<file path="config.mk">
export PLATFORM = sky130hd
export DESIGN_NAME = mava_front
export DESIGN_NICKNAME = d
export VERILOG_FILES = /design/src/rtl/mava_pkg.sv /design/src/rtl/mava_front.sv
export SDC_FILE = /design/constraint.sdc
export NUM_CORES = 1
export LEC_CHECK = 0
export BUFFER_PORTS_ARGS = -buffer_cell sky130_fd_sc_hd__buf_2
export CAP_MARGIN = 20
export CORE_AREA = 2 2 125 127
export DETAILED_ROUTE_END_ITERATION = 8
export DIE_AREA = 0 0 127 129
export PLACE_DENSITY = 0.7
export SYNTH_ARGS = -nofsm -noshare
export SYNTH_HDL_FRONTEND = slang
export SYNTH_SLANG_ARGS = --single-unit
</file>
<file path="constraint.sdc">
create_clock -name vclk -period 3.1
set_input_delay 0.62 -clock vclk [all_inputs]
set_output_delay 0.62 -clock vclk [all_outputs]
set_load 0.1 [all_outputs]
</file>
<file path="src/rtl/mava_pkg.sv">
`timescale 1ns / 1ps

package mava_pkg;

	localparam int COORD_BITS         = 12;
	localparam int MAX_TRIANGLES_LOG2 = 16;

	// internal coordinate width, wider than COORD_BITS, and its edge width
	localparam int CRD_W   = 14;
	localparam int EDGE_W  = CRD_W + 1;
	localparam int MUL_W   = 32;
	localparam int PROD_W  = 2 * MUL_W;
	localparam int TRIP_W  = 48;
	localparam int AREA_W  = 48;
	localparam int VOL_W   = 56;
	localparam int VABS_W  = 55;
	localparam int CNT_W   = MAX_TRIANGLES_LOG2 + 1;
	localparam int SQ_W    = 64;
	localparam int ROOT_IN = 32;

	typedef struct packed {
		logic [COORD_BITS-1:0] v0_x;
		logic [COORD_BITS-1:0] v0_y;
		logic [COORD_BITS-1:0] v0_z;
		logic [COORD_BITS-1:0] v1_x;
		logic [COORD_BITS-1:0] v1_y;
		logic [COORD_BITS-1:0] v1_z;
		logic [COORD_BITS-1:0] v2_x;
		logic [COORD_BITS-1:0] v2_y;
		logic [COORD_BITS-1:0] v2_z;
		logic                  last_triangle;
	} tri_word_t;

	typedef struct packed {
		logic [AREA_W-1:0] twice_area;
		logic [VABS_W-1:0] six_volume;
		logic [CNT_W-1:0]  triangle_count;
		logic              overflow;
	} sum_word_t;

	// classified triangle: vertices (v0..v2, x y z) and edges e1, e2
	typedef struct packed {
		logic [8:0][CRD_W-1:0]  p;
		logic [5:0][EDGE_W-1:0] e;
		logic                   last;
	} tri_entry_t;

endpackage

</file>
<file path="src/rtl/mava_front.sv">
`timescale 1ns / 1ps

module mava_front (
	input  mava_pkg::tri_word_t  word,
	output mava_pkg::tri_entry_t entry
);

	localparam logic [mava_pkg::CRD_W-1:0] MASK =
		mava_pkg::CRD_W'((1 << mava_pkg::COORD_BITS) - 1);

	logic [mava_pkg::CRD_W-1:0] raw [9];
	logic [mava_pkg::CRD_W-1:0] p [9];

	assign raw[0] = mava_pkg::CRD_W'(word.v0_x);
	assign raw[1] = mava_pkg::CRD_W'(word.v0_y);
	assign raw[2] = mava_pkg::CRD_W'(word.v0_z);
	assign raw[3] = mava_pkg::CRD_W'(word.v1_x);
	assign raw[4] = mava_pkg::CRD_W'(word.v1_y);
	assign raw[5] = mava_pkg::CRD_W'(word.v1_z);
	assign raw[6] = mava_pkg::CRD_W'(word.v2_x);
	assign raw[7] = mava_pkg::CRD_W'(word.v2_y);
	assign raw[8] = mava_pkg::CRD_W'(word.v2_z);

	always_comb begin
		for (int i = 0; i < 9; i++) begin
			// sign-extend from COORD_BITS, drop higher bits
			if (raw[i][mava_pkg::COORD_BITS-1]) begin
				p[i] = (raw[i] & MASK) | ~MASK;
			end else begin
				p[i] = raw[i] & MASK;
			end
			entry.p[i] = p[i];
		end
		for (int k = 0; k < 3; k++) begin
			entry.e[k]   = mava_pkg::EDGE_W'(signed'(p[k + 3])) -
				mava_pkg::EDGE_W'(signed'(p[k]));
			entry.e[k+3] = mava_pkg::EDGE_W'(signed'(p[k + 6])) -
				mava_pkg::EDGE_W'(signed'(p[k]));
		end
		entry.last = word.last_triangle;
	end

endmodule

</file>
Word-level counts from Yosys, hierarchy flattened
Cells that the tools add are included.
{ "classes": {"n_addsub": 6, "muxes": 9} }
{ "ops": {"columns": ["operator", "count"], "rows": [
  ["$mux W14", 9],
  ["$sub A14 B14 Y15", 6]
]} }
{ "totals": {"regBits": 0, "in_bits": 109, "out_inout_bits": 217, "word_cells": 15} }

Depth between registers and ports, before layout
{ "logic_depth": {"depth_word": 2, "depth_mapped": 8, "depth_no_buf": 8} }

Worst setup path after synthesis
No wires, ideal clock.
{ "synth_path": {"path_kind": "input -> output", "start": "input port word[61] (netlist bit)", "end": "output port entry[13] (netlist bit)", "t_arrival_ns": 4.723, "t_required_ns": 2.480, "path_slack_ns": -2.243, "cell_stages": 8, "n_path_buf": 0, "cell_sequence": "inv_1 > ha_1 > fa_1 > inv_1 > a21o_1 > a211o_1 > nor2b_1 > o41ai_1"} }
{ "synth_lines": {"columns": ["element", "line", "source"], "rows": [
  ["start, declared", "mava_front.sv:4", "input mava_pkg::tri_word_t word,"],
  ["end, declared", "mava_front.sv:5", "output mava_pkg::tri_entry_t entry"]
]} }

==> impl_metrics.csv <==
group,metric,value,unit
timing,rsz0062_at_grt,"yes",
floorplan,initial_core_util,30.6,%
worst_hold_path,hold_class,"input pin to output port",
critical_path,critPathTopFamily,"adder cells",
worst_hold_path,worstHoldEndpoint,"entry[0]",
floorplan,fp.dieH,129,um
power,power,5.03,mW
cells_and_area,diodes,0,
global_route,antenna_found_initial,0,
critical_path,critPathMaxStageDelay,0.37,ns
cells_and_area,final_net_count,1143,
placement,place_area,0.00866,mm2
power,pwr-share-comb,100.0,%
placement,port_buffers,324,
critical_path,crit_chain,"buf_8 > inv_8 > ha_4 > fa_2 > nor2b_4 > o2111ai_2 > and4b_2 > buf_6 > a21oi_4 > xor2_4 > buf_12",
timing,fmax,0.322,GHz
timing,fin_tns_setup,-0.00996,ns
power,power.share.clock,0,%
detailed_routing,num_vias,5610,
placement,dp_hpwl,15000,um
global_route,grt_pass1_wl,25400,um
critical_path,crit_arrival,2.49,ns
power,ir_drop,0.448,mV
floorplan,ios,326,
detailed_routing,drt-pass1-iter-count,4,
timing,finalSetupViolations,1,
synthesis,avgSynthCellArea,7.05,um2
run_status,status,"finished, violations left",
cells_and_area,drive_above_1_share,66.2,%
cells_and_area,fin_util,61.8,%
timing,fin_crit,3.11,ns
critical_path,cp-end-kind,"output port",
worst_hold_path,hp-start,"word[0]",
critical_path,required,2.48,ns
power,p_per_area,543,mW/mm2
synthesis,synth.distinct_cells,50,
detailed_routing,drt_wl_total,17300,um
critical_path,crit_buf_inv,4,
detailed_routing,wl_per_cell,15.2,um
detailed_routing,first_iter_violations,154,
power,leakagePower,4.44,nW
critical_path,cp_max_fo,2,
power,p_seq_share,0,%
detailed_routing,avgViaCountPerCell,4.91,
power,swShare,67.5,%
worst_hold_path,hold_depth,0,
cells_and_area,seq_area,0,um2
synthesis,yosys_warnings,0,
power,p_int,1.64,mW
cells_and_area,seq_cell_count,0,
cells_and_area,fin_area,0.00926,mm2
floorplan,rows,45,
placement,pre_cts_slack,-0.245,ns
timing,tightest_slew,0.543,ns
timing,maxSlewViolCount,0,
critical_path,critPathSlowestCell,"fa_2",
detailed_routing,drtAntennaViolNets,0,
synthesis,synthesis.area,0.00458,mm2
clock_network,cts_hold_buf,0,
timing,timing_hold_violations_final,0,
floorplan,die_x,127,um
critical_path,cp-start-kind,"input pin",
power,p_sw,3.39,mW
floorplan,dieArea,0.0164,mm2
critical_path,crit_cells,11,
flow_run,cap_violations,0,
global_route,grt_max_degree,9,
cells_and_area,syn_to_final_growth,102,%
synthesis,synthCells,649,
floorplan,core-area,0.0150,mm2
synthesis,synth_fp_nets,836,
timing,slew_headroom,63.5,%
synthesis,yosysSeqAreaShare,0,%
timing,layout_setup_ws,-0.00996,ns
cells_and_area,clock_buffers,0,
critical_path,crit_type,"input pin to output port",
placement,place_congestion,0.830,
timing,post-route-period-util,100,%
run_status,violations,"negative setup slack",
global_route,grt_overflow,0,
detailed_routing,drc,0,
global_route,grt_pass1_vias,5269,
global_route,track_usage,18.7,%
## power by group through the flow
stage,combinational [mW],sequential (mW),clock [mW]
final,5.03,0,0
after detailed placement,4.88,0,0
after global placement,4.85,0,0
after global routing,5.20,0,0
after floorplan,3.55,0,0
after CTS,4.92,0,0
## kinds of logic after synthesis
| group | synth area share (%) |
|---|---|
| buffers and inverters | 26.7 |
| AO/OA/AOI/OAI | 23.9 |
| AND/OR/NAND/NOR | 17.9 |
| adder cells (fa/ha/maj) | 22.3 |
| XOR/XNOR | 8.81 |
| multiplexers | 0.438 |
## how the worst max path moves through the flow
stage / start / slack [ns] / endpoint
floorplan: word[99] / -0.61 / entry[58]
global placement: word[98] / -0.20 / entry[12]
detailed placement: word[98] / -0.25 / entry[12]
CTS: word[37] / 0.0001 / entry[39]
global route: word[25] / -0.08 / entry[54]
finish: word[25] / -0.01 / entry[54]
## metrics by stage
step	cells	hold WS (ns)
after floorplan	649	1.45
after global placement	1130	1.24
after detailed placement	1130	1.24
after CTS	1132	1.24
after global routing	1142	1.24
final	1142	1.24
## placed cells by master (no fill, tap or decap), drive strengths merged, types with 11 or more instances in the layout
cell | netlist | layout
nand2 | 28 | 28
o21ai | 40 | 40
a21o | 11 | 11
a21oi | 36 | 36
nor3 | 19 | 19
ha | 72 | 72
nor2b | 13 | 13
nand3 | 18 | 18
a31oi | 13 | 13
inv | 69 | 69
o21a | 11 | 11
nor2 | 41 | 41
xor2 | 21 | 21
and3 | 13 | 13
buf | 127 | 434
xnor2 | 25 | 25
## area by class of cell
type,instances,area (um2)
tap,188,235
fill,1214,5720
multi-input combinational,451,5110
timing repair buffer,434,3610
inverter,69,309
## Yosys cell counts, drive strengths merged (5+ instances only)
| cell type | count | area [um2] |
|---|---|---|
| a21oi | 36 | 180 |
| nand2 | 28 | 105 |
| xnor2 | 25 | 219 |
| and3 | 13 | 81.3 |
| inv | 69 | 259 |
| o31a | 7 | 61.3 |
| o41ai | 7 | 61.3 |
| a31oi | 13 | 96.3 |
| fa | 6 | 120 |
| o31ai | 6 | 45.0 |
| nor3 | 19 | 95.1 |
| nor2 | 41 | 154 |
| ha | 72 | 901 |
| nand3 | 18 | 90.1 |
| o21ai | 40 | 200 |
| nand2b | 9 | 56.3 |
| buf | 127 | 953 |
| xor2 | 21 | 184 |
| a211oi | 9 | 72.6 |
| nor2b | 13 | 81.3 |
| or2 | 5 | 31.3 |
| a21o | 11 | 82.6 |
| o21a | 11 | 82.6 |
## per-layer routing
layer  vias to the layer above  wire, um  global-route usage [%]
met1                      2626      6490                    21.6
met3                        18       917                    1.62
li1                       2763         -                       -
met2                       203      9690                    38.1
met5                         -         0                       0
met4                         0       233                    2.46
## what timing repair did
action / 4_1_cts / 5_1_grt
gates resized for setup: 27 / 87
setup endpoints to repair: 26 / 41
pin swaps: 15 / 50
buffers inserted: 2 / 11
(Power assumes the default switching activity.)
