$ cat config.mk
export PLATFORM = sky130hd
export DESIGN_NAME = mava_queue
export DESIGN_NICKNAME = d
export VERILOG_FILES = /design/src/rtl/mava_pkg.sv /design/src/rtl/mava_queue.sv
export SDC_FILE = /design/constraint.sdc
export NUM_CORES = 1
export LEC_CHECK = 0
export BUFFER_PORTS_ARGS = -buffer_cell sky130_fd_sc_hd__buf_2
export CORE_UTILIZATION = 57
export CTS_BUF_LIST = sky130_fd_sc_hd__clkbuf_4 sky130_fd_sc_hd__clkbuf_8
export DETAILED_ROUTE_END_ITERATION = 10
export PLACE_DENSITY = 0.93
export SETUP_SLACK_MARGIN = 0.3
export SYNTH_ARGS = -nofsm -noshare
export SYNTH_HDL_FRONTEND = slang
export SYNTH_SLANG_ARGS = --single-unit
$ cat constraint.sdc
create_clock -name clk -period 23.1 [get_ports clk]
set_input_delay 4.62 -clock clk [delete_from_list [all_inputs] [get_ports clk]]
set_output_delay 4.62 -clock clk [all_outputs]
set_load 0.01 [all_outputs]
$ cat src/rtl/mava_pkg.sv
`timescale 1ns / 1ps

package mava_pkg;

	localparam int COORD_BITS         = 12;
	localparam int MAX_TRIANGLES_LOG2 = 16;

	// internal coordinate width, wider than COORD_BITS, and its edge width
	localparam int CRD_W   = 14;
	localparam int EDGE_W  = CRD_W + 1;
	localparam int MUL_W   = 32;
	localparam int PROD_W  = 2 * MUL_W;
	localparam int TRIP_W  = 48;
	localparam int AREA_W  = 48;
	localparam int VOL_W   = 56;
	localparam int VABS_W  = 55;
	localparam int CNT_W   = MAX_TRIANGLES_LOG2 + 1;
	localparam int SQ_W    = 64;
	localparam int ROOT_IN = 32;

	typedef struct packed {
		logic [COORD_BITS-1:0] v0_x;
		logic [COORD_BITS-1:0] v0_y;
		logic [COORD_BITS-1:0] v0_z;
		logic [COORD_BITS-1:0] v1_x;
		logic [COORD_BITS-1:0] v1_y;
		logic [COORD_BITS-1:0] v1_z;
		logic [COORD_BITS-1:0] v2_x;
		logic [COORD_BITS-1:0] v2_y;
		logic [COORD_BITS-1:0] v2_z;
		logic                  last_triangle;
	} tri_word_t;

	typedef struct packed {
		logic [AREA_W-1:0] twice_area;
		logic [VABS_W-1:0] six_volume;
		logic [CNT_W-1:0]  triangle_count;
		logic              overflow;
	} sum_word_t;

	// classified triangle: vertices (v0..v2, x y z) and edges e1, e2
	typedef struct packed {
		logic [8:0][CRD_W-1:0]  p;
		logic [5:0][EDGE_W-1:0] e;
		logic                   last;
	} tri_entry_t;

endpackage

$ cat src/rtl/mava_queue.sv
`timescale 1ns / 1ps

module mava_queue (
	input  logic                 clk,
	input  logic                 arst_n,
	input  logic                 push_valid,
	output logic                 push_stall,
	input  mava_pkg::tri_entry_t push_entry,
	output logic                 pop_valid,
	input  logic                 pop_stall,
	output mava_pkg::tri_entry_t pop_entry
);

	mava_pkg::tri_entry_t mem_q [2];
	logic       wr_q;
	logic       rd_q;
	logic [1:0] fill_q;
	logic       push;
	logic       pop;

	assign push_stall = (fill_q == 2'd2);
	assign pop_valid  = (fill_q != 2'd0);
	assign pop_entry  = mem_q[rd_q];
	assign push       = push_valid && !push_stall;
	assign pop        = pop_valid && !pop_stall;

	always_ff @(posedge clk) begin
		if (push) begin
			mem_q[wr_q] <= push_entry;
		end
	end

	always_ff @(posedge clk or negedge arst_n) begin
		if (!arst_n) begin
			wr_q   <= 1'b0;
			rd_q   <= 1'b0;
			fill_q <= 2'd0;
		end else begin
			if (push) begin
				wr_q <= !wr_q;
			end
			if (pop) begin
				rd_q <= !rd_q;
			end
			fill_q <= fill_q + 2'(push) - 2'(pop);
		end
	end

endmodule

After elaboration in Yosys (flattened, before gate mapping)
Memories as Yosys holds them, arrays and structs flattened. Cells that the tools add are included.

Input port bits: 221. Output and inout bits: 219. RAM bits: 434. Memories kept: 1. Bits in registers: 4.

Add/sub/neg operators: 2. Multiplexer cells: 2. Eq/ne operators: 1. Reductions and logical operators: 7.

Memories: mem_q (depth 2, width 217, rd ports 1, clocked after Yosys merged registers in 0, wr ports 1, line mava_queue.sv:14) `mava_pkg::tri_entry_t mem_q [2];`.

Operators with widths (number): $logic_not 1->1 (4); $add 2x1->2 (1); $eq 2x2->1 const B (1); $logic_and 1x1->1 (2); $mux 1 (2); $reduce_bool 2->1 (1); $sub 2x1->2 (1).

Depth between registers and ports, before layout
Depth in word-level cells: 5. Depth in mapped cells: 7. Mapped depth without buffers: 7.

Worst setup path before layout
Ideal clock, no wire load.

Kind: input port to flip-flop. From: input port push_valid. To: memory mem_q[0][0] (netlist name), enable pin. Path buffers: 0. Data required time: 22.302 ns. Data arrival time: 13.707 ns. Slack: 8.595 ns. Stages on the path: 2. Setup time: 0.798 ns. Cells stage by stage: nand2_1 > nor2_1.

Word-level cells in the longest chain between the ends: 3.

RTL lines: start, declared (line mava_queue.sv:6) `input logic push_valid,`; $logic_and 1x1->1 (line mava_queue.sv:24) `assign push = push_valid && !push_stall;`; $mux 1 (line mava_queue.sv:28) `if (push) begin`; $mux 1 (implied by the code) (line mava_queue.sv:29) `mem_q[wr_q] <= push_entry;`; end, declared (line mava_queue.sv:14).

No other way between the ends.

==> metrics.yaml <==
drt:
  avgRoutedWirePerCell_um: 21.8
  first_pass_iters: 5
  vias: 8529
  drt_iter0_drc: 611
  route.detailed.drc: 0
  drt-total-wl_mm: 35.5
  postRouteAntennaNets: 0
  routed_via_density: 5.25
clock_tree:
  cts.sinks: 438
  clk_path_buf_depth: 3
  cts-root-buf: "clkbuf_8"
  clk_latency_ns: 0.57
  cts_tree: "built"
  cts_setup_buffers: 0
  ctsResizeCount: 0
  htree_levels: 3
  clk_pin_slew_ns: 0.06
  cts_buffers: 68
  cts_hold_buf: 0
cells_and_area:
  multiInputGateArea_um2: 2920
  final_util: 0.723
  fillerInstances: 1631
  regArea_um2: 13100
  nets: 1410
  fin_cells: 1626
  area_growth_pct: 24.0
  drive_above_1_share: 0.629
sta:
  tns_ns: 0
  period_minus_slack_ns: 8.17
  rsz0062_at_grt: "no"
  worst-slew-pin-transition_ns: 1.13
  hold_violations: 0
  fmax_mhz: 122
  fin_crit_sh: 0.353
  maxSlewHeadroom: 0.243
  maxSlewViolCount: 0
  setup_viol: 0
  finClkSkew_ns: 0.0386
global_routing:
  grt_pass1_vias: 8868
  globalRouteOverflowTotal: 0
  grt_pass1_wl_mm: 50.2
  grt_max_degree: 75
  antenna_found_initial: 10
  grt_usage: 0.235
critical_path:
  worstPathRequired_ns: 18.48
  crit_path_end_kind: "output port"
  rrSetupSlack_ns: 19.60
  cp.arrival_ns: 3.55
  crit_type: "reg -> out"
  cp_max_fo: 58
  start_kind: "register"
power_and_ir_drop:
  pwr_density_cell_nw_per_um2: 128
  internal_power_w: 0.00182
  p_leak_nw: 7.91
  switchingPower_w: 0.000770
  ir_drop_uv: 112
  seq_power_share: 0.445
  power.share.combinational: 0.308
  pwr-share-clk: 0.247
  sw_frac_of_total: 0.298
logic_synthesis:
  yosys_register_bits: 438
  synth_top_family_by_area: "multiplexers"
  yosys.area_share.simple: 0.00200
  synth_cells: 693
  synth_area_per_cell_um2: 23.5
  synth_xor_xnor_area_share: 0.00215
  yosysWarningCount: 0
  synth_compound_area_frac: 0
  synth_cell_types: 18
  synthMuxAreaShare: 0.173
  yosysSeqAreaShare: 0.806
  syn_nets: 916
  synth_fa_ha_area_frac: 0.00154
  syn_area_um2: 16300
floorplan:
  die_area_um2: 29300
  coreArea_um2: 27900
  die_y_um: 171
  die_w_um: 171
  ios: 440
  start_util: 0.583
  std_cell_rows: 61
place:
  place.port_buffers: 439
  hpwl_mm: 23.5
  gp_congestion: 0.803
  post-place-cells: 1495
run:
  cap_viol_max_count: 0
min_path:
  min_path_type: "reg -> reg"
status:
  status: "finished, final reports clean"
Yosys cell counts, drive strengths merged:
cell type / count / area (um^2)
and3: 1 / 6.26
nor2b: 1 / 6.26
buf: 24 / 238
dfrtp: 4 / 100
nand2b: 1 / 6.26
nand2: 1 / 3.75
inv: 2 / 7.51
mux2: 217 / 2820
xnor2: 3 / 26.3
ha: 2 / 25.0
xor2: 1 / 8.76
nor2: 1 / 3.75
or2: 1 / 6.26
edfxtp: 434 / 13000
power groups by stage:
stage / registers [W] / logic, W / clock network, W
finish: 0.00115 / 0.000796 / 0.000640
global route: 0.00116 / 0.000843 / 0.000687
CTS: 0.00115 / 0.000800 / 0.000655
detailed placement: 0.00116 / 0.000790 / 0
global placement: 0.00115 / 0.000768 / 0
floorplan: 0.00119 / 0.000548 / 0
through the flow:
| step | setup slack, ns | power, W | cell area (um^2) | hold slack, ns |
|---|---|---|---|---|
| floorplan | 8.60 | 0.00174 | 16300 | 0.461 |
| detailed placement | 15.50 | 0.00195 | 18800 | 0.516 |
| global route | 14.80 | 0.00269 | 20200 | 0.570 |
| CTS | 14.92 | 0.00261 | 20200 | 0.529 |
| finish | 14.93 | 0.00259 | 20200 | 0.527 |
| global placement | 15.56 | 0.00192 | 18800 | 0.496 |
flip-flops by register name, indices dropped and copies added, names as in the netlist:
name / cells
rd_q: 1
fill_q: 2
mem_q: 434
wr_q: 1
area by class of cell:
type                            instances  share of cell area
Inverter                                2            0.000372
Clock buffer                           99              0.0585
Sequential cell                       438               0.650
Timing Repair Buffer                  448               0.112
Multi-Input combinational cell        229               0.145
Antenna cell                           10             0.00124
Tap cell                              378              0.0234
Clock inverter                         22             0.00905
routing by layer:
layer | GRT usage | vias up | part of all wire
li1 | - | 3789 | -
met1 | 0.253 | 4212 | 0.35
met2 | 0.405 | 463 | 0.52
met3 | 0.0842 | 65 | 0.10
met4 | 0.121 | 0 | 0.030
met5 | 0 | - | 0
kinds of logic (layout without fill, tap and decap cells):
logic type | after synthesis | after routing
other cells | 0 | 10
mux | 217 | 217
buf+inv | 26 | 571
simple gates | 6 | 6
xor+xnor | 4 | 4
flops | 438 | 438
fa+ha+maj | 2 | 2
placed cells by master (no fill, tap or decap):
cell type,Yosys,routed
mux2_2,117,117
nor2b_1,1,1
diode_2,0,10
clkinvlp_4,0,1
buf_4,2,9
inv_8,0,3
and3_4,0,1
or2_2,1,1
clkinv_8,0,1
inv_1,2,2
nand2_1,1,1
dfrtp_1,4,3
nand2b_1,1,1
xnor2_1,3,3
bufinv_16,0,2
clkinv_2,0,3
nor2_4,0,1
ha_1,2,2
clkinv_4,0,1
dfrtp_4,0,1
edfxtp_1,434,434
clkbuf_8,0,70
xor2_1,1,1
clkinv_1,0,11
mux2_4,100,100
clkbuf_4,0,29
buf_2,10,439
path summary, 6_finish.rpt:
| check | end | start | depth (start not counted) |
|---|---|---|---|
| setup / recovery | pop_entry[139] | rd_q | 4 |
| hold / removal | fill_q[0] | fill_q[0] | 1 |
| setup reg to reg | mem_q[0][148] | fill_q[1] | 5 |
| hold reg to reg | fill_q[0] | fill_q[0] | 1 |
| max in group asynchronous | fill_q[1] | arst_n | 1 |
| min in group asynchronous | rd_q | arst_n | 1 |
critical path, stage by stage (launching register included):
cell     delay, ns
dfrtp_4       0.72
buf_4         0.73
buf_4         0.91
mux2_4        0.36
buf_2         0.14
(Power assumes the default switching activity.)
