**config.mk**
```make
export PLATFORM = sky130hd
export DESIGN_NAME = mava_back
export DESIGN_NICKNAME = d
export VERILOG_FILES = /design/src/rtl/mava_pkg.sv /design/src/rtl/mava_back.sv
export SDC_FILE = /design/constraint.sdc
export NUM_CORES = 2
export LEC_CHECK = 0
export BUFFER_PORTS_ARGS = -buffer_cell sky130_fd_sc_hd__buf_2
export CORE_UTILIZATION = 55
export DETAILED_ROUTE_END_ITERATION = 6
export PLACE_DENSITY = 0.83
export SLEW_MARGIN = 20
export SYNTH_ARGS = -nofsm -noshare
export SYNTH_HDL_FRONTEND = slang
export SYNTH_SLANG_ARGS = --single-unit
```
**constraint.sdc**
```tcl
create_clock -name clk -period 15.3 [get_ports clk]
set_clock_uncertainty 0.05 [all_clocks]
set_input_delay 3.06 -clock clk [delete_from_list [all_inputs] [get_ports clk]]
set_output_delay 3.06 -clock clk [all_outputs]
set_load 0.02 [all_outputs]
```
**src/rtl/mava_pkg.sv**
```systemverilog
`timescale 1ns / 1ps

package mava_pkg;

	localparam int COORD_BITS         = 12;
	localparam int MAX_TRIANGLES_LOG2 = 16;

	// internal coordinate width, wider than COORD_BITS, and its edge width
	localparam int CRD_W   = 14;
	localparam int EDGE_W  = CRD_W + 1;
	localparam int MUL_W   = 32;
	localparam int PROD_W  = 2 * MUL_W;
	localparam int TRIP_W  = 48;
	localparam int AREA_W  = 48;
	localparam int VOL_W   = 56;
	localparam int VABS_W  = 55;
	localparam int CNT_W   = MAX_TRIANGLES_LOG2 + 1;
	localparam int SQ_W    = 64;
	localparam int ROOT_IN = 32;

	typedef struct packed {
		logic [COORD_BITS-1:0] v0_x;
		logic [COORD_BITS-1:0] v0_y;
		logic [COORD_BITS-1:0] v0_z;
		logic [COORD_BITS-1:0] v1_x;
		logic [COORD_BITS-1:0] v1_y;
		logic [COORD_BITS-1:0] v1_z;
		logic [COORD_BITS-1:0] v2_x;
		logic [COORD_BITS-1:0] v2_y;
		logic [COORD_BITS-1:0] v2_z;
		logic                  last_triangle;
	} tri_word_t;

	typedef struct packed {
		logic [AREA_W-1:0] twice_area;
		logic [VABS_W-1:0] six_volume;
		logic [CNT_W-1:0]  triangle_count;
		logic              overflow;
	} sum_word_t;

	// classified triangle: vertices (v0..v2, x y z) and edges e1, e2
	typedef struct packed {
		logic [8:0][CRD_W-1:0]  p;
		logic [5:0][EDGE_W-1:0] e;
		logic                   last;
	} tri_entry_t;

endpackage

```
**src/rtl/mava_back.sv**
```systemverilog
`timescale 1ns / 1ps

module mava_back #(
	parameter int AREA_FRAC_BITS     = 4
) (
	input  logic                 clk,
	input  logic                 arst_n,
	input  logic                 q_valid,
	output logic                 q_stall,
	input  mava_pkg::tri_entry_t q_entry,
	output logic                 sum_valid,
	input  logic                 sum_stall,
	output mava_pkg::sum_word_t  sums
);

	localparam int RT_W  = mava_pkg::ROOT_IN + AREA_FRAC_BITS;
	localparam int REM_W = RT_W + 4;
	localparam int IT_W  = $clog2(RT_W + 1);
	localparam int CT_W  = mava_pkg::CNT_W;
	localparam int LAST_STEP = 18;

	localparam logic [2:0] ST_IDLE = 3'd0;
	localparam logic [2:0] ST_MUL  = 3'd1;
	localparam logic [2:0] ST_ROOT = 3'd2;
	localparam logic [2:0] ST_ACC  = 3'd3;
	localparam logic [2:0] ST_EMIT = 3'd4;

	localparam logic [mava_pkg::AREA_W:0] AREA_MAX = {1'b0, {mava_pkg::AREA_W{1'b1}}};
	localparam logic signed [mava_pkg::VOL_W:0] VOL_MAX =
		{2'b00, {(mava_pkg::VOL_W - 1){1'b1}}};
	localparam logic signed [mava_pkg::VOL_W:0] VOL_MIN = ~VOL_MAX;
	localparam logic [CT_W-1:0] COUNT_MAX = {1'b1, {mava_pkg::MAX_TRIANGLES_LOG2{1'b0}}};

	logic [2:0] state_q;
	logic [4:0] step_q;
	logic [IT_W-1:0] iter_q;

	logic signed [mava_pkg::CRD_W-1:0]  p_q [9];
	logic signed [mava_pkg::EDGE_W-1:0] e_q [6];
	logic last_q;

	logic signed [mava_pkg::MUL_W-1:0]  a_mux;
	logic signed [mava_pkg::MUL_W-1:0]  b_mux;
	logic signed [mava_pkg::PROD_W-1:0] prod_s1;
	logic signed [mava_pkg::MUL_W-1:0]  prod_lo;
	logic signed [mava_pkg::MUL_W-1:0]  t_q;
	logic signed [mava_pkg::MUL_W-1:0]  c_q [3];
	logic signed [mava_pkg::MUL_W-1:0]  m_q [3];
	logic [mava_pkg::SQ_W-1:0]          sumsq_q;
	logic signed [mava_pkg::TRIP_W-1:0] trip_q;

	logic [mava_pkg::SQ_W-1:0] x_q;
	logic [REM_W-1:0] rem_q;
	logic [RT_W-1:0]  root_q;
	logic [REM_W-1:0] rem_n;
	logic [REM_W-1:0] trial;

	logic [mava_pkg::AREA_W-1:0]       area_q;
	logic signed [mava_pkg::VOL_W-1:0] vol_q;
	logic [CT_W-1:0]                   count_q;
	logic                              sat_q;
	logic [mava_pkg::AREA_W:0]         area_n;
	logic signed [mava_pkg::VOL_W:0]   vol_n;

	logic                 sum_valid_q;
	mava_pkg::sum_word_t  sums_q;
	logic                 emit_go;
	logic [mava_pkg::VABS_W-1:0] vabs;
	logic                 vovf;
	logic [mava_pkg::VOL_W-1:0]  vneg;

	assign q_stall   = (state_q != ST_IDLE);
	assign sum_valid = sum_valid_q;
	assign sums      = sums_q;
	assign emit_go   = (state_q == ST_EMIT) && (!sum_valid_q || !sum_stall);
	assign prod_lo   = prod_s1[mava_pkg::MUL_W-1:0];

	// operand select for the shared multiplier
	always_comb begin
		a_mux = '0;
		b_mux = '0;
		case (step_q)
			5'd0:  begin a_mux = 32'(e_q[1]); b_mux = 32'(e_q[5]); end
			5'd1:  begin a_mux = 32'(e_q[2]); b_mux = 32'(e_q[4]); end
			5'd2:  begin a_mux = 32'(e_q[2]); b_mux = 32'(e_q[3]); end
			5'd3:  begin a_mux = 32'(e_q[0]); b_mux = 32'(e_q[5]); end
			5'd4:  begin a_mux = 32'(e_q[0]); b_mux = 32'(e_q[4]); end
			5'd5:  begin a_mux = 32'(e_q[1]); b_mux = 32'(e_q[3]); end
			5'd6:  begin a_mux = c_q[0]; b_mux = c_q[0]; end
			5'd7:  begin a_mux = c_q[1]; b_mux = c_q[1]; end
			5'd8:  begin a_mux = c_q[2]; b_mux = c_q[2]; end
			5'd9:  begin a_mux = 32'(p_q[4]); b_mux = 32'(p_q[8]); end
			5'd10: begin a_mux = 32'(p_q[5]); b_mux = 32'(p_q[7]); end
			5'd11: begin a_mux = 32'(p_q[3]); b_mux = 32'(p_q[8]); end
			5'd12: begin a_mux = 32'(p_q[5]); b_mux = 32'(p_q[6]); end
			5'd13: begin a_mux = 32'(p_q[3]); b_mux = 32'(p_q[7]); end
			5'd14: begin a_mux = 32'(p_q[4]); b_mux = 32'(p_q[6]); end
			5'd15: begin a_mux = 32'(p_q[0]); b_mux = m_q[0]; end
			5'd16: begin a_mux = 32'(p_q[1]); b_mux = m_q[1]; end
			5'd17: begin a_mux = 32'(p_q[2]); b_mux = m_q[2]; end
			default: begin a_mux = '0; b_mux = '0; end
		endcase
	end

	always_comb begin
		rem_n = {rem_q[REM_W-3:0], x_q[mava_pkg::SQ_W-1 -: 2]};
		trial = REM_W'({root_q, 2'b01});
	end

	always_comb begin
		area_n = (mava_pkg::AREA_W + 1)'(area_q) + (mava_pkg::AREA_W + 1)'(root_q);
		vol_n  = (mava_pkg::VOL_W + 1)'(vol_q) + (mava_pkg::VOL_W + 1)'(trip_q);
	end

	always_comb begin
		vneg = mava_pkg::VOL_W'(-vol_q);
		vovf = 1'b0;
		if (vol_q[mava_pkg::VOL_W-1]) begin
			if (vol_q == VOL_MIN[mava_pkg::VOL_W-1:0]) begin
				vabs = {mava_pkg::VABS_W{1'b1}};
				vovf = 1'b1;
			end else begin
				vabs = vneg[mava_pkg::VABS_W-1:0];
			end
		end else begin
			vabs = vol_q[mava_pkg::VABS_W-1:0];
		end
	end

	// datapath registers
	always_ff @(posedge clk) begin
		prod_s1 <= a_mux * b_mux;
		if (state_q == ST_IDLE && q_valid) begin
			for (int i = 0; i < 9; i++) begin
				p_q[i] <= signed'(q_entry.p[i]);
			end
			for (int i = 0; i < 6; i++) begin
				e_q[i] <= signed'(q_entry.e[i]);
			end
			last_q <= q_entry.last;
		end
		if (state_q == ST_MUL) begin
			// consume the product issued in the previous step
			case (step_q)
				5'd1, 5'd3, 5'd5, 5'd10, 5'd12, 5'd14: t_q <= prod_lo;
				5'd2:  c_q[0] <= t_q - prod_lo;
				5'd4:  c_q[1] <= t_q - prod_lo;
				5'd6:  c_q[2] <= t_q - prod_lo;
				5'd7:  sumsq_q <= prod_s1;
				5'd8, 5'd9: sumsq_q <= sumsq_q + prod_s1;
				5'd11: m_q[0] <= t_q - prod_lo;
				5'd13: m_q[1] <= t_q - prod_lo;
				5'd15: m_q[2] <= t_q - prod_lo;
				5'd16: trip_q <= prod_s1[mava_pkg::TRIP_W-1:0];
				5'd17: trip_q <= trip_q - prod_s1[mava_pkg::TRIP_W-1:0];
				5'd18: trip_q <= trip_q + prod_s1[mava_pkg::TRIP_W-1:0];
				default: ;
			endcase
			if (step_q == 5'(LAST_STEP)) begin
				x_q    <= sumsq_q;
				rem_q  <= '0;
				root_q <= '0;
			end
		end
		if (state_q == ST_ROOT) begin
			x_q <= x_q << 2;
			if (rem_n >= trial) begin
				rem_q  <= rem_n - trial;
				root_q <= {root_q[RT_W-2:0], 1'b1};
			end else begin
				rem_q  <= rem_n;
				root_q <= {root_q[RT_W-2:0], 1'b0};
			end
		end
		if (emit_go) begin
			sums_q.twice_area     <= area_q;
			sums_q.six_volume     <= vabs;
			sums_q.triangle_count <= mava_pkg::CNT_W'(count_q);
			sums_q.overflow       <= sat_q || vovf;
		end
	end

	// control and accumulators
	always_ff @(posedge clk or negedge arst_n) begin
		if (!arst_n) begin
			state_q     <= ST_IDLE;
			step_q      <= '0;
			iter_q      <= '0;
			area_q      <= '0;
			vol_q       <= '0;
			count_q     <= '0;
			sat_q       <= 1'b0;
			sum_valid_q <= 1'b0;
		end else begin
			if (emit_go) begin
				sum_valid_q <= 1'b1;
			end else if (!sum_stall) begin
				sum_valid_q <= 1'b0;
			end
			case (state_q)
				ST_IDLE: begin
					if (q_valid) begin
						state_q <= ST_MUL;
						step_q  <= '0;
					end
				end
				ST_MUL: begin
					if (step_q == 5'(LAST_STEP)) begin
						state_q <= ST_ROOT;
						iter_q  <= '0;
					end else begin
						step_q <= step_q + 5'd1;
					end
				end
				ST_ROOT: begin
					if (iter_q == IT_W'(RT_W - 1)) begin
						state_q <= ST_ACC;
					end else begin
						iter_q <= iter_q + IT_W'(1);
					end
				end
				ST_ACC: begin
					if (area_n > AREA_MAX) begin
						area_q <= AREA_MAX[mava_pkg::AREA_W-1:0];
						sat_q  <= 1'b1;
					end else begin
						area_q <= area_n[mava_pkg::AREA_W-1:0];
					end
					if (vol_n > VOL_MAX) begin
						vol_q <= VOL_MAX[mava_pkg::VOL_W-1:0];
						sat_q <= 1'b1;
					end else if (vol_n < VOL_MIN) begin
						vol_q <= VOL_MIN[mava_pkg::VOL_W-1:0];
						sat_q <= 1'b1;
					end else begin
						vol_q <= vol_n[mava_pkg::VOL_W-1:0];
					end
					if (count_q >= COUNT_MAX) begin
						count_q <= COUNT_MAX;
						sat_q   <= 1'b1;
					end else begin
						count_q <= count_q + CT_W'(1);
					end
					state_q <= last_q ? ST_EMIT : ST_IDLE;
				end
				ST_EMIT: begin
					// hold until the output register is free, then clear
					if (emit_go) begin
						area_q  <= '0;
						vol_q   <= '0;
						count_q <= '0;
						sat_q   <= 1'b0;
						state_q <= ST_IDLE;
					end
				end
				default: state_q <= ST_IDLE;
			endcase
		end
	end

endmodule

```
Word level (Yosys, flattened, before mapping)
Memory sizes are Yosys's and may differ from the RTL's.
Index checks and enable logic that the tools add are counted.
{"block": "word_totals", "register_bits": 605, "mem_bits_rw": 408, "in_bits": 221, "output_inout_bits": 123, "wordCells": 198, "n_memories": 4}
{"name": "p_q", "words": 9, "width": 14, "rd": 9, "rd_clocked_by_memory_dff": 0, "wr": 9, "line": "mava_back.sv:38", "rtl": "logic signed [mava_pkg::CRD_W-1:0] p_q [9];"}
{"name": "c_q", "words": 3, "width": 32, "rd": 3, "rd_clocked_by_memory_dff": 0, "wr": 1, "line": "mava_back.sv:47", "rtl": "logic signed [mava_pkg::MUL_W-1:0] c_q [3];"}
{"name": "m_q", "words": 3, "width": 32, "rd": 3, "rd_clocked_by_memory_dff": 0, "wr": 1, "line": "mava_back.sv:48", "rtl": "logic signed [mava_pkg::MUL_W-1:0] m_q [3];"}
{"name": "e_q", "words": 6, "width": 15, "rd": 6, "rd_clocked_by_memory_dff": 0, "wr": 6, "line": "mava_back.sv:39", "rtl": "logic signed [mava_pkg::EDGE_W-1:0] e_q [6];"}
{"block": "op_classes", "addsub": 11, "n_mul": 1, "order_cmp": 5, "eq_ne": 32, "mux": 81, "n_reduce_logical": 43}
{"operator": "case mux 32 bit (12 select lines)", "n": 2}
{"operator": "2-to-1 mux 64 bit", "n": 3}
{"operator": "2-to-1 mux 56 bit", "n": 3}
{"operator": "2-to-1 mux 38 bit", "n": 4}
{"operator": "case mux 48 bit (3 select lines)", "n": 1}
{"operator": "2-to-1 mux 32 bit", "n": 4}
{"operator": "case mux 64 bit (2 select lines)", "n": 1}
{"operator": "OR reduction 32 bit", "n": 4}
{"operator": "case mux 56 bit (2 select lines)", "n": 1}
{"operator": "2-to-1 mux 55 bit", "n": 2}
{"operator": "2-to-1 mux 36 bit", "n": 3}
{"operator": "2-to-1 mux 48 bit", "n": 2}
{"operator": "case mux 48 bit (2 select lines)", "n": 1}
{"operator": "adder 64 bit", "n": 1}
{"operator": "multiplier 32 x 32 -> 64 bit", "n": 1}
{"operator": "adder 56 x 48 -> 57 bit", "n": 1}
{"operator": "> comparator 57 x 56 -> 1 bit, second input constant", "n": 1}
{"operator": "less-than comparator 57 x 56 -> 1 bit, second input constant", "n": 1}
{"operator": "equality test 56 bit, second input constant", "n": 1}
{"operator": "negator 55 bit", "n": 1}
{"operator": "adder 48 x 36 -> 49 bit", "n": 1}
{"operator": "> comparator 49 x 48 -> 1 bit, second input constant", "n": 1}
{"operator": "adder 48 bit", "n": 1}
{"operator": "subtractor 48 bit", "n": 1}
{"operator": "other kinds (42)", "n": 131}

Longest topological paths before layout
{"block": "logic_depth", "word_depth": 7, "depth_mapped": 41, "depth_no_buf": 36}

Least setup slack after synthesis
No wires, ideal clock.
{"block": "synth_timing", "path_kind": "reg-to-reg", "startpoint": "register step_q[0]", "endpoint": "register iter_q[5]", "setup_time_ns": 0.078, "arrival_ns": 12.860, "t_required_ns": 15.172, "setup_slack_ns": 2.312, "stages_incl_launch_ff": 11, "n_path_buf": 2, "synth_period_minus_slack_ns": 12.988, "cell_sequence": "dfrtp_1 > inv_1 > ha_1 > nand2b_1 > clkbuf_1 > or2_2 > clkbuf_1 > o21ai_0 > nand4_1 > or3_1 > a21oi_1"}
{"block": "synth_via", "elab_chain_cells": 3}
{"element": "start, declared", "line": "mava_back.sv:35", "rtl": "logic [4:0] step_q;"}
{"element": "start signal, assigned", "line": "mava_back.sv:212", "rtl": "step_q <= step_q + 5'd1;"}
{"element": "equality test 5 bit", "line": "mava_back.sv:208", "rtl": "if (step_q == 5'(LAST_STEP)) begin"}
{"element": "inequality test 2 x 1 -> 1 bit (no line)"}
{"element": "AND reduction 3 bit (no line)"}
{"element": "end signal, assigned", "line": "mava_back.sv:219", "rtl": "iter_q <= iter_q + IT_W'(1);"}
{"element": "end, declared", "line": "mava_back.sv:36", "rtl": "logic [IT_W-1:0] iter_q;"}
Every way passes these cells.
A chain may end at the register's enable or synchronous reset.

Worst setup path in the final report
{"block": "layout_timing", "startpoint": "register step_q[0]", "endpoint": "register prod_s1[63] (netlist name)"}
{"block": "layout_via", "elab_chain_cells": 4, "word_cells_on_any_way": 33, "cone_classes": "mul: 1; eq/ne: 17; mux: 2; reduce/logical: 13"}
{"element": "equality test 5 x 4 -> 1 bit (tied with other cells)", "line": "mava_back.sv:82", "rtl": "case (step_q)"}
{"element": "OR reduction 2 bit (no line)"}
{"element": "case mux 32 bit (12 select lines)", "line": "mava_back.sv:82"}
{"element": "multiplier 32 x 32 -> 64 bit (*)", "line": "mava_back.sv:132", "rtl": "prod_s1 <= a_mux * b_mux;"}
{"element": "end signal, assigned", "line": "mava_back.sv:132"}
{"element": "end, declared", "line": "mava_back.sv:44", "rtl": "logic signed [mava_pkg::PROD_W-1:0] prod_s1;"}
Every way passes the cells marked *; elsewhere a longest branch is shown, timed or not.

==> results_dict.tcl <==
set metrics [dict create \
    post-dp-hpwl_mm 188 \
    post_cts_resize_count 0 \
    slowest_cell_delay_on_critical_path_ps 1000 \
    setup_violations 0 \
    routabilityCongestion 0.991 \
    post_cts.repair.setup_buffers 0 \
    syn-mean-instance-area_um2 10.2 \
    required_ps 15870 \
    layout.nets 10500 \
    timing.hold.worst_endpoint "sums[94]$_DFFE_PP_" \
    criticalPathCategory "reg -> reg" \
    htree_num_levels 3 \
    totalWireLength_mm 249 \
    synth_top_flop_cell "sky130_fd_sc_hd__edfxtp_1" \
    cts_max_path_buffers 3 \
    worst_r2r_path_depth 31 \
    synth-edff-count 810 \
    fraction_of_the_yosys_area_taken_by_sequential_cells 0.330 \
    final_max_slew_viol_count 0 \
    timing.critical_path.slowest_stage_cell "sky130_fd_sc_hd__and2_1" \
    crit_path_frequent_cell "sky130_fd_sc_hd__fa_1" \
    initial_antenna_violation_count 6 \
    maxSlewHeadroom 0.192 \
    max_freq_ghz 0.0864 \
    overflow 0 \
    first_pass_grt_wire_length_mm 389 \
    grt_max_degree 196 \
    synth_top_area_share 0.276 \
    finalSetupTns_ps 0 \
    timing_hold_violations_final 0 \
    clock_sinks 1013 \
    cts_root_buf "sky130_fd_sc_hd__clkbuf_16" \
    rsz0062_at_grt "no" \
    ys_top_cells_by_area "sky130_fd_sc_hd__edfxtp_1 (28%), sky130_fd_sc_hd__fa_1 (25%), sky130_fd_sc_hd__ha_1 (6.6%), sky130_fd_sc_hd__inv_1 (5.4%), sky130_fd_sc_hd__nand2_1 (4.0%)" \
    top_level_ports 344 \
    hold_start "area_q[21]$_DFFE_PN0P_" \
    violations "DRC" \
    wl_per_cell_um 22.8 \
    share_of_the_cycle_needed_by_the_critical_path_after_routing 0.756 \
    ctsHoldBuffers 0 \
    postRouteAntennaNets 0 \
    detailedRoute.firstPassIterationCount 7 \
    post_route_cells_drive_above_1_share 0.0828 \
    cts_inserted_buffers 103 \
    grt.total_usage 0.309 \
    die_height_um 402 \
    drt_drc_violations_left 3 \
    tritoncts "done" \
    initialDrtViolationCount 7782 \
    postSynthCellCount 8627 \
    yosys.cell_types.count 79 \
    synth.net_count 10400 \
    rows 146 \
    via_per_inst 6.13 \
    worst-endpoint-arrival_ps 12140 \
    setup.reg_to_reg.worst_slack_ps 3730 \
    crit-reg2reg-capture "prod_s1[63]$_DFF_P_" \
    area_growth_pct 8.76 \
    port_buffers 343 \
    reg2reg_from "step_q[0]$_DFFE_PN0P_" \
    syn_area_um2 88200 \
    async_flop_share 0.135 \
    die_x_um 402 \
    crit_fanout 36 \
    timing.hold.worst.class "reg -> reg" \
    cts.clk_slew.worst_paths_ps 60 \
    floorplan.core_area_um2 159000 \
    routed-via-count 67000 \
    yosys.area.top_type "sky130_fd_sc_hd__edfxtp_1" \
    startpoint_type "flip-flop" \
    fp.dieArea_um2 162000 \
    max_cap_viol_count 0 \
    clk-insertion-delay-late_ps 740 \
    first_global_vias 68500 \
    ys.warnings.count 0 \
    ys_seq_elements 1013 \
    fin_crit_ps 11570 \
    whs_path_depth 0 \
    tightest_slew_ps 1210 \
    outcome "complete, but fails checks" \
    floorplan.initialDensity 0.555 \
    critPathCaptureType "flip-flop" \
]
flip-flops by register name (all words and copies together), names as in the netlist, 38 cells and up:
signal,flops
p_q,126
sums,121
c_q,96
m_q,96
e_q,90
prod_s1,64
sumsq_q,64
x_q,64
vol_q,56
area_q,48
trip_q,48
rem_q,38
layer usage:
metal	track usage	vias to the layer above	share of wire
met3	0.0864	864	0.12
met4	0.137	0	0.054
met2	0.467	4204	0.43
met5	0	-	0
met1	0.417	32700	0.39
li1	-	29300	-
synthesized netlist by cell type, types with 70 or more instances:
cell                          n
sky130_fd_sc_hd__a21o_1     216
sky130_fd_sc_hd__a21oi_1    404
sky130_fd_sc_hd__a222oi_1    70
sky130_fd_sc_hd__a22o_1     130
sky130_fd_sc_hd__a31oi_1     76
sky130_fd_sc_hd__clkbuf_1   389
sky130_fd_sc_hd__dfrtp_1    137
sky130_fd_sc_hd__edfxtp_1   810
sky130_fd_sc_hd__fa_1      1087
sky130_fd_sc_hd__ha_1       465
sky130_fd_sc_hd__inv_1     1259
sky130_fd_sc_hd__nand2_1    937
sky130_fd_sc_hd__nand3_1     85
sky130_fd_sc_hd__nand4_1     78
sky130_fd_sc_hd__nor2_1     786
sky130_fd_sc_hd__o21ai_0    319
sky130_fd_sc_hd__xnor2_1    251
sky130_fd_sc_hd__xor2_1     175
worst max-delay path, delay by kind of cell (launching register included):
kind | cells | cell delay, ps
xor+xnor | 1 | 120
simple gates | 8 | 2710
buf+inv | 4 | 580
flops | 1 | 460
compound gates | 7 | 2280
fa+ha+maj | 11 | 5250
worst max path at each step:
| stage | end | cells after the start | slack (ps) | start |
|---|---|---|---|---|
| final | prod_s1[63]$_DFF_P_ | 31 | 3730 | step_q[0]$_DFFE_PN0P_ |
| after global routing | prod_s1[62]$_DFF_P_ | 31 | 3200 | step_q[0]$_DFFE_PN0P_ |
| after CTS | prod_s1[62]$_DFF_P_ | 33 | 4020 | step_q[0]$_DFFE_PN0P_ |
| after detailed placement | prod_s1[62]$_DFF_P_ | 33 | 4020 | step_q[0]$_DFFE_PN0P_ |
| after global placement | prod_s1[60]$_DFF_P_ | 31 | 4190 | step_q[0]$_DFFE_PN0P_ |
| after floorplan | iter_q[5]$_DFFE_PN0P_ | 10 | 2310 | step_q[0]$_DFFE_PN0P_ |
area by class of cell:
class | instances | area (um2)
tap | 2072 | 2590
antenna | 5 | 12.5
clock buffer | 131 | 2840
multi-input combinational | 5933 | 53100
timing repair buffer | 463 | 2650
clock inverter | 62 | 901
fill | 12400 | 62900
sequential | 1013 | 29100
inverter | 1261 | 4740
through the flow:
| step | setup slack, ps | hold slack [ps] | instances | util | area [um2] |
|---|---|---|---|---|---|
| 5_1_grt | 3200 | 448 | 10900 | 0.604 | 95900 |
| 2_1_floorplan | 2310 | 376 | 8627 | - | 88200 |
| 3_3_place_gp | 4190 | 400 | 10700 | 0.580 | 92100 |
| 3_5_place_dp | 4020 | 419 | 10700 | 0.580 | 92100 |
| 6_report | 3730 | 436 | 10900 | 0.604 | 95900 |
| 4_1_cts | 4020 | 433 | 10900 | 0.604 | 95800 |
cells by family after synthesis:
kind of cell | share of synthesized area
mux | 0.00380
simple gates | 0.112
buf+inv | 0.0722
compound gates | 0.127
fa+ha+maj | 0.313
flops | 0.330
xor+xnor | 0.0423
cell usage in the layout (no fill, tap or decap), types with 51 or more instances in the layout:
cell,count
sky130_fd_sc_hd__a221o_1,67
sky130_fd_sc_hd__buf_4,115
sky130_fd_sc_hd__edfxtp_1,810
sky130_fd_sc_hd__nor2_1,770
sky130_fd_sc_hd__dfxtp_1,66
sky130_fd_sc_hd__a222oi_1,70
sky130_fd_sc_hd__nand3_1,79
sky130_fd_sc_hd__clkbuf_16,107
sky130_fd_sc_hd__a22o_1,130
sky130_fd_sc_hd__nand4_1,78
sky130_fd_sc_hd__ha_1,464
sky130_fd_sc_hd__nand2_1,936
sky130_fd_sc_hd__inv_1,1258
sky130_fd_sc_hd__a21o_1,216
sky130_fd_sc_hd__buf_2,345
sky130_fd_sc_hd__o21bai_1,55
sky130_fd_sc_hd__dfrtp_1,136
sky130_fd_sc_hd__a21oi_1,402
sky130_fd_sc_hd__xnor2_1,251
sky130_fd_sc_hd__nor3_1,51
sky130_fd_sc_hd__a31oi_1,76
sky130_fd_sc_hd__xor2_1,175
sky130_fd_sc_hd__fa_1,1087
sky130_fd_sc_hd__o21ai_0,317
Power is left out: the tool's default activity adds up to more than one toggle a clock period on the data nets, which glitch-free logic cannot reach.
